[src/rtl/murmur3_hash32_stream_top_defines.svh]
// Assertion macros for the hash block's RTL; mh3_ctrl includes them.
// Depends on nothing; users must have clk and rst in scope.
`ifndef MURMUR3_HASH32_STREAM_TOP_DEFINES_SVH
`define MURMUR3_HASH32_STREAM_TOP_DEFINES_SVH

// Same-cycle implication, disabled during reset.
`define MH3_ASSERT_IMP(label, ante, cons) \
  label: assert property (@(posedge clk) disable iff (rst) (ante) |-> (cons)) \
    else $error("mh3 assertion failed");

// Next-cycle implication, disabled during reset.
`define MH3_ASSERT_NXT(label, ante, cons) \
  label: assert property (@(posedge clk) disable iff (rst) (ante) |=> (cons)) \
    else $error("mh3 assertion failed");

`endif

[src/rtl/mh3_pkg.sv]
// Package for the streamed 32-bit hash: constants, sequencer states,
// and the command/status structs between controller and datapath.
package mh3_pkg;

  localparam logic [31:0] MH3_C1 = 32'hcc9e2d51;
  localparam logic [31:0] MH3_C2 = 32'h1b873593;
  localparam logic [31:0] MH3_N  = 32'he6546b64;
  localparam logic [31:0] MH3_F1 = 32'h85ebca6b;
  localparam logic [31:0] MH3_F2 = 32'hc2b2ae35;

  localparam logic [2:0] MH3_FULL_WORD = 3'd4;

  typedef enum logic [2:0] {
    ST_IDLE,
    ST_MIX1,
    ST_MIX2,
    ST_FOLD,
    ST_FIN1,
    ST_FIN2,
    ST_FIN3
  } mh3_state_t;

  typedef struct packed {
    logic load;   // capture request fields
    logic start;  // first word of a message: reload seed, clear length
    logic mix1;
    logic mix2;
    logic fold;
    logic fin1;
    logic fin2;
    logic fin3;   // write result register
  } mh3_cmd_t;

  typedef struct packed {
    logic last;
  } mh3_status_t;

endpackage

[src/rtl/mh3_datapath.sv]
// Datapath of the streamed hash: seed, accumulator, length, one shared
// multiply register and the result register. Depends on mh3_pkg.
module mh3_datapath import mh3_pkg::*; (
  input  logic        clk,
  input  logic        rst,
  input  logic        seed_write,
  input  logic [31:0] hash_seed,
  input  logic [31:0] data_word,
  input  logic [2:0]  byte_count_in_word,
  input  logic        last_word,
  input  mh3_cmd_t    cmd,
  output mh3_status_t status,
  output logic [31:0] hash_value
);

  logic [31:0] seed;
  logic [31:0] acc;
  logic [31:0] len;
  logic [31:0] word;
  logic [31:0] prod;
  logic [2:0]  cnt;
  logic        last;

  logic [2:0]  cnt_in;
  logic [31:0] word_in;
  logic [31:0] len_base;
  logic [31:0] h_x;
  logic [31:0] h_rot;
  logic [31:0] acc_next;
  logic [31:0] fin_t;
  logic [31:0] prod_next;

  always_comb begin
    cnt_in = (byte_count_in_word > MH3_FULL_WORD) ? MH3_FULL_WORD : byte_count_in_word;
    unique case (cnt_in)
      3'd1:    word_in = {24'h0, data_word[7:0]};
      3'd2:    word_in = {16'h0, data_word[15:0]};
      3'd3:    word_in = {8'h0, data_word[23:0]};
      3'd4:    word_in = data_word;
      default: word_in = 32'h0;
    endcase
    len_base = cmd.start ? 32'h0 : len;
  end

  // fold: for a non-empty word xor the mixed word, then for a full word rotl 13, times 5, plus N
  always_comb begin
    h_x   = acc ^ prod;
    h_rot = {h_x[18:0], h_x[31:19]};
    if (cnt == MH3_FULL_WORD) begin
      acc_next = {h_rot[29:0], 2'b00} + h_rot + MH3_N;
    end else if (cnt != 3'd0) begin
      acc_next = h_x;
    end else begin
      acc_next = acc;
    end
  end

  always_comb begin
    fin_t     = acc ^ len;
    prod_next = prod;
    priority if (cmd.mix1) begin
      prod_next = word * MH3_C1;
    end else if (cmd.mix2) begin
      prod_next = {prod[16:0], prod[31:17]} * MH3_C2;
    end else if (cmd.fin1) begin
      prod_next = (fin_t ^ {16'h0, fin_t[31:16]}) * MH3_F1;
    end else if (cmd.fin2) begin
      prod_next = (prod ^ {13'h0, prod[31:13]}) * MH3_F2;
    end else begin
      prod_next = prod;
    end
  end

  always_ff @(posedge clk) begin
    if (rst) begin
      seed <= 32'h0;
    end else if (seed_write) begin
      seed <= hash_seed;
    end
  end

  always_ff @(posedge clk) begin
    prod <= prod_next;
    if (cmd.load) begin
      word <= word_in;
      cnt  <= cnt_in;
      last <= last_word;
      len  <= len_base + {29'h0, cnt_in};
      if (cmd.start) begin
        acc <= seed;
      end
    end
    if (cmd.fold) begin
      acc <= acc_next;
    end
    if (cmd.fin3) begin
      hash_value <= prod ^ {16'h0, prod[31:16]};
    end
  end

  assign status.last = last;

endmodule

[src/rtl/mh3_ctrl.sv]
// Sequencer for the streamed hash: steps one request through mix, fold
// and, for a last word, finalize, and owns the handshakes. Depends on mh3_pkg and the defines.
`include "murmur3_hash32_stream_top_defines.svh"

module mh3_ctrl import mh3_pkg::*; (
  input  logic        clk,
  input  logic        rst,
  input  logic        data_valid,
  output logic        data_ready,
  output logic        hash_valid,
  input  logic        hash_ready,
  input  mh3_status_t status,
  output mh3_cmd_t    cmd
);

  mh3_state_t state, state_next;
  logic       in_message;
  logic       out_free;

  assign out_free   = !hash_valid || hash_ready;
  assign data_ready = (state == ST_IDLE);

  always_ff @(posedge clk) begin
    if (rst) begin
      state      <= ST_IDLE;
      in_message <= 1'b0;
      hash_valid <= 1'b0;
    end else begin
      state <= state_next;
      if (cmd.load) begin
        in_message <= 1'b1;
      end else if (cmd.fold && status.last) begin
        in_message <= 1'b0;
      end
      if (cmd.fin3) begin
        hash_valid <= 1'b1;
      end else if (hash_ready) begin
        hash_valid <= 1'b0;
      end
    end
  end

  always_comb begin
    state_next = state;
    cmd        = '0;
    unique case (state)
      ST_IDLE: begin
        if (data_valid) begin
          cmd.load   = 1'b1;
          cmd.start  = !in_message;
          state_next = ST_MIX1;
        end
      end
      ST_MIX1: begin
        cmd.mix1   = 1'b1;
        state_next = ST_MIX2;
      end
      ST_MIX2: begin
        cmd.mix2   = 1'b1;
        state_next = ST_FOLD;
      end
      ST_FOLD: begin
        cmd.fold   = 1'b1;
        state_next = status.last ? ST_FIN1 : ST_IDLE;
      end
      ST_FIN1: begin
        cmd.fin1   = 1'b1;
        state_next = ST_FIN2;
      end
      ST_FIN2: begin
        cmd.fin2   = 1'b1;
        state_next = ST_FIN3;
      end
      ST_FIN3: begin
        // hold until the result register is free
        if (out_free) begin
          cmd.fin3   = 1'b1;
          state_next = ST_IDLE;
        end
      end
      default: state_next = ST_IDLE;
    endcase
  end

  `MH3_ASSERT_NXT(a_accept_starts_mix, data_valid && data_ready, state == ST_MIX1)
  `MH3_ASSERT_NXT(a_last_ends_message, state == ST_FOLD && status.last,
                  state == ST_FIN1 && !in_message)
  `MH3_ASSERT_NXT(a_fin_holds_when_full, state == ST_FIN3 && !out_free, state == ST_FIN3)
  `MH3_ASSERT_IMP(a_no_load_midway, state != ST_IDLE, !cmd.load)

endmodule

[src/rtl/murmur3_hash32_stream_top.sv]
// Channel    | Direction | Signals
// data in    | in        | data_valid/data_ready, data_word, byte_count_in_word, last_word
// hash out   | out       | hash_valid/hash_ready, hash_value
// seed cfg   | in        | seed_write, hash_seed
//
// A word that is not last passes two registered multiply steps for the word
// mix, then the fold, before data_ready returns. A last word goes through the
// mix, the fold and three finalize steps, and waits longer if the
// previous result is still waiting in the output register.
// Reset is synchronous; it clears the seed to zero and the message state.
// Top level of the streamed 32-bit hash. Depends on mh3_pkg, mh3_ctrl,
// mh3_datapath.
module murmur3_hash32_stream_top import mh3_pkg::*; (
  input  logic        clk,
  input  logic        rst,
  input  logic        seed_write,
  input  logic [31:0] hash_seed,
  input  logic        data_valid,
  output logic        data_ready,
  input  logic [31:0] data_word,
  input  logic [2:0]  byte_count_in_word,
  input  logic        last_word,
  output logic        hash_valid,
  input  logic        hash_ready,
  output logic [31:0] hash_value
);

  mh3_cmd_t    cmd;
  mh3_status_t status;

  mh3_ctrl u_ctrl (
    .clk        (clk),
    .rst        (rst),
    .data_valid (data_valid),
    .data_ready (data_ready),
    .hash_valid (hash_valid),
    .hash_ready (hash_ready),
    .status     (status),
    .cmd        (cmd)
  );

  mh3_datapath u_datapath (
    .clk                (clk),
    .rst                (rst),
    .seed_write         (seed_write),
    .hash_seed          (hash_seed),
    .data_word          (data_word),
    .byte_count_in_word (byte_count_in_word),
    .last_word          (last_word),
    .cmd                (cmd),
    .status             (status),
    .hash_value         (hash_value)
  );

endmodule

[config.mk]
export PLATFORM = sky130hd
export DESIGN_NAME = murmur3_hash32_stream_top
export DESIGN_NICKNAME = d
export VERILOG_FILES = /design/src/rtl/mh3_pkg.sv /design/src/rtl/mh3_datapath.sv /design/src/rtl/mh3_ctrl.sv /design/src/rtl/murmur3_hash32_stream_top.sv
export VERILOG_INCLUDE_DIRS = /design/src /design/src/rtl
export SDC_FILE = /design/constraint.sdc
export NUM_CORES = 2
export LEC_CHECK = 0
export ABC_CLOCK_PERIOD_IN_PS = 8920
export BUFFER_PORTS_ARGS = -buffer_cell sky130_fd_sc_hd__buf_2
export CORE_ASPECT_RATIO = 1.2
export CORE_MARGIN = 1
export CORE_UTILIZATION = 60
export CTS_BUF_LIST = sky130_fd_sc_hd__clkbuf_16
export CTS_CLUSTER_DIAMETER = 100
export CTS_CLUSTER_SIZE = 30
export DETAILED_ROUTE_END_ITERATION = 10
export HOLD_SLACK_MARGIN = 0.15
export PLACE_DENSITY = 0.74
export SLEW_MARGIN = 20
export SYNTH_ARGS = -nofsm -noshare
export SYNTH_HDL_FRONTEND = slang
export SYNTH_SLANG_ARGS = --single-unit
export TNS_END_PERCENT = 50
[constraint.sdc]
create_clock -name clk -period 8.92 [get_ports clk]
set_clock_uncertainty 0.1 [all_clocks]
set_input_delay 0.446 -clock clk [delete_from_list [all_inputs] [get_ports clk]]
set_output_delay 0.446 -clock clk [all_outputs]
set_load 0.1 [all_outputs]
==> impl_metrics.toml <==
[status]
outcome = "completed"

[finish]
layout_commonest_cell = "inv_1"
diodes = 0
fin_nets = 6305
drive_above_1_share = 0.0510
final_cell_mix = "inv_1, ha_1, fa_1"
syn2layout_area_growth_pct = 7.11

[placement]
hpwl_um = 113000
gp_congestion = 1.03
io_buffer_count = 106

[synthesis]
avgSynthCellArea_um2 = 9.96
ys_warn_count = 0
ys_seq_area_frac = 0.126
synthDistinctLibCells = 87
synth_top_cell_area_share = 0.326
ys.flop_type = "edfxtp_1"
synthCells = 4512
syn_area_um2 = 44900
syn_nets = 6115
async_reset_ff_frac = 0
synth-edff-count = 164
synth_top_cell_by_area = "fa_1"
synth-seq-cells = 201
synth_area_leaders = "fa_1, ha_1, edfxtp_1"

[clocking]
cts_buffers = 12
postCtsResizedCells = 0
clock-sinks = 201
cts-htree-levels = 1
cts_root_buf = "clkbuf_16"
cts.clk_slew.worst_paths_ps = 130
clk_path_buf_depth = 3
cts_tree = "yes"
worstSkewPairLatency_ps = 550

[routing]
drc_errors = 0
viasPerCell = 5.62
wire_per_inst_um = 23.1
vias = 32100
first_pass_iters = 6
ant_nets = 0
drt-initial-drc-count = 2132
routed_wl_um = 132000

[critical_path]
reg2reg_depth = 25
cp_max_fo = 7
crit_type = "reg -> reg"
crit_path_end_kind = "flop"
start_kind = "flop"
worst-endpoint-arrival_ps = 8620
worst-endpoint-required_ps = 9150

[timing]
setup_tns_ps = 0
setup_viol = 0
hold_ws_ps = 182
maxSlewHeadroom = 0.204
period_needed_ps = 8390
final_hold_viol_count = 0
drv_slew = 0
rsz0062_at_grt = "no"
worstMarginPinSlew_ps = 1190
fmax_ghz = 0.119
period_share = 0.941

[die]
rows = 109
dieArea_um2 = 76000
top_level_ports = 107
core-area_um2 = 73900
fp.dieW_um = 252
start_util = 0.608
die_y_um = 302

[worst_hold_path]
hold_class = "in -> reg"
hold_depth = 3

[global_routing]
grt_pass1_vias = 34400
busiest_layer = "met2"
use_met3 = 0.0440
grt_pass1_wl_um = 201000
antenna_found_initial = 0
grtUsageMet1 = 0.439
grt_overflow_total = 0
grt_use_met2 = 0.596
grt_usage = 0.359
grt_max_degree = 69

[flow_run]
cap_viol_max_count = 0
-- final timing paths --
path	startpoint	end	slack (ps)
hold reg to reg	u_ctrl.in_message$_SDFFE_PP0P_	u_ctrl.in_message$_SDFFE_PP0P_	400
setup / recovery	u_datapath.len[23]$_DFFE_PP_	u_datapath.prod[30]$_DFFE_PP_	530
setup reg to reg	u_datapath.len[23]$_DFFE_PP_	u_datapath.prod[30]$_DFFE_PP_	530
hold / removal	data_valid	u_ctrl.state[0]$_SDFFE_PP0P_	180
-- per-layer routing --
layer	up-vias	routed length (um)
met5	-	0
met4	0	11000
met3	361	9070
met2	1219	62100
met1	15900	49500
li1	14600	-
-- logic make-up (layout without fill, tap and decap cells) --
logic type                 Yosys count  in the layout  share of synthesized area
AOI/OAI and AO/OA                  527            527                     0.0770
xor gates and xnor gates           386            386                     0.0757
adders and majority gates         1531           1531                      0.548
buffers and inverters             1308           1504                      0.110
DFF                                201            201                      0.126
muxes                               39             39                    0.00877
and+or+nand+nor                    520            520                     0.0544
-- flip-flops by register name, indices dropped and copies added (netlist names) --
| register | count |
|---|---|
| u_datapath.hash_value | 32 |
| u_datapath.seed | 32 |
| u_datapath.len | 32 |
| u_datapath.prod | 32 |
| u_ctrl.state | 3 |
| u_ctrl.hash_valid | 1 |
| u_datapath.cnt | 3 |
| u_datapath.status | 1 |
| u_ctrl.in_message | 1 |
| u_datapath.acc | 32 |
| u_datapath.word | 32 |
-- cells in the mapped netlist (36+ instances only) --
cell type  instances
inv_1           1237
o21ai_0          104
nor2b_1           38
clkbuf_1          55
ha_1             798
fa_1             732
edfxtp_1         164
mux2i_1           36
a21oi_1          149
dfxtp_1           37
xnor2_1          251
nor2_1           183
xor2_1           133
a21o_1            46
nand2_1          129
-- repair_timing --
action / CTS / global route
hold buffers: 65 / 0
buffers inserted: 0 / 0
hold endpoints to repair: 65 / 0
-- worst max-delay path: stages (launching register included) --
cell and delay, ps:
edfxtp_1 510, xor2_1 310, inv_1 130, xnor2_1 400, inv_1 260, xnor2_1 240, ha_1 240, or2_2 310
fa_1 440, fa_1 540, inv_1 60, fa_1 480, fa_1 550, inv_1 50, fa_1 390, fa_1 540
fa_1 410, ha_1 350, a21oi_1 260, o211ai_1 150, a2bb2oi_2 170, a41oi_1 280, mux2_2 370, a211oi_2 240
o221ai_1 170, a32o_1 250
-- cell type report --
cell class | instances | area, um^2
Clock buffer | 13 | 325
Multi-Input combinational cell | 3003 | 34400
Tap cell | 999 | 1250
Clock inverter | 7 | 96.3
Fill cell | 6128 | 25800
Timing Repair Buffer | 246 | 1760
Inverter | 1238 | 4650
Sequential cell | 201 | 5670
-- per-stage QoR --
stage / util / cells / cell area [um^2] / setup WS [ps]
floorplan: - / 4512 / 44900 / 1160
global placement: 0.636 / 5621 / 47000 / 594
detailed placement: 0.636 / 5621 / 47000 / 521
CTS: 0.651 / 5706 / 48100 / 549
global route: 0.651 / 5707 / 48100 / 80.9
finish: 0.651 / 5707 / 48100 / 527
Power is not shown: default switching activity piles up to over one toggle a cycle in this logic, so the estimate is an artifact.
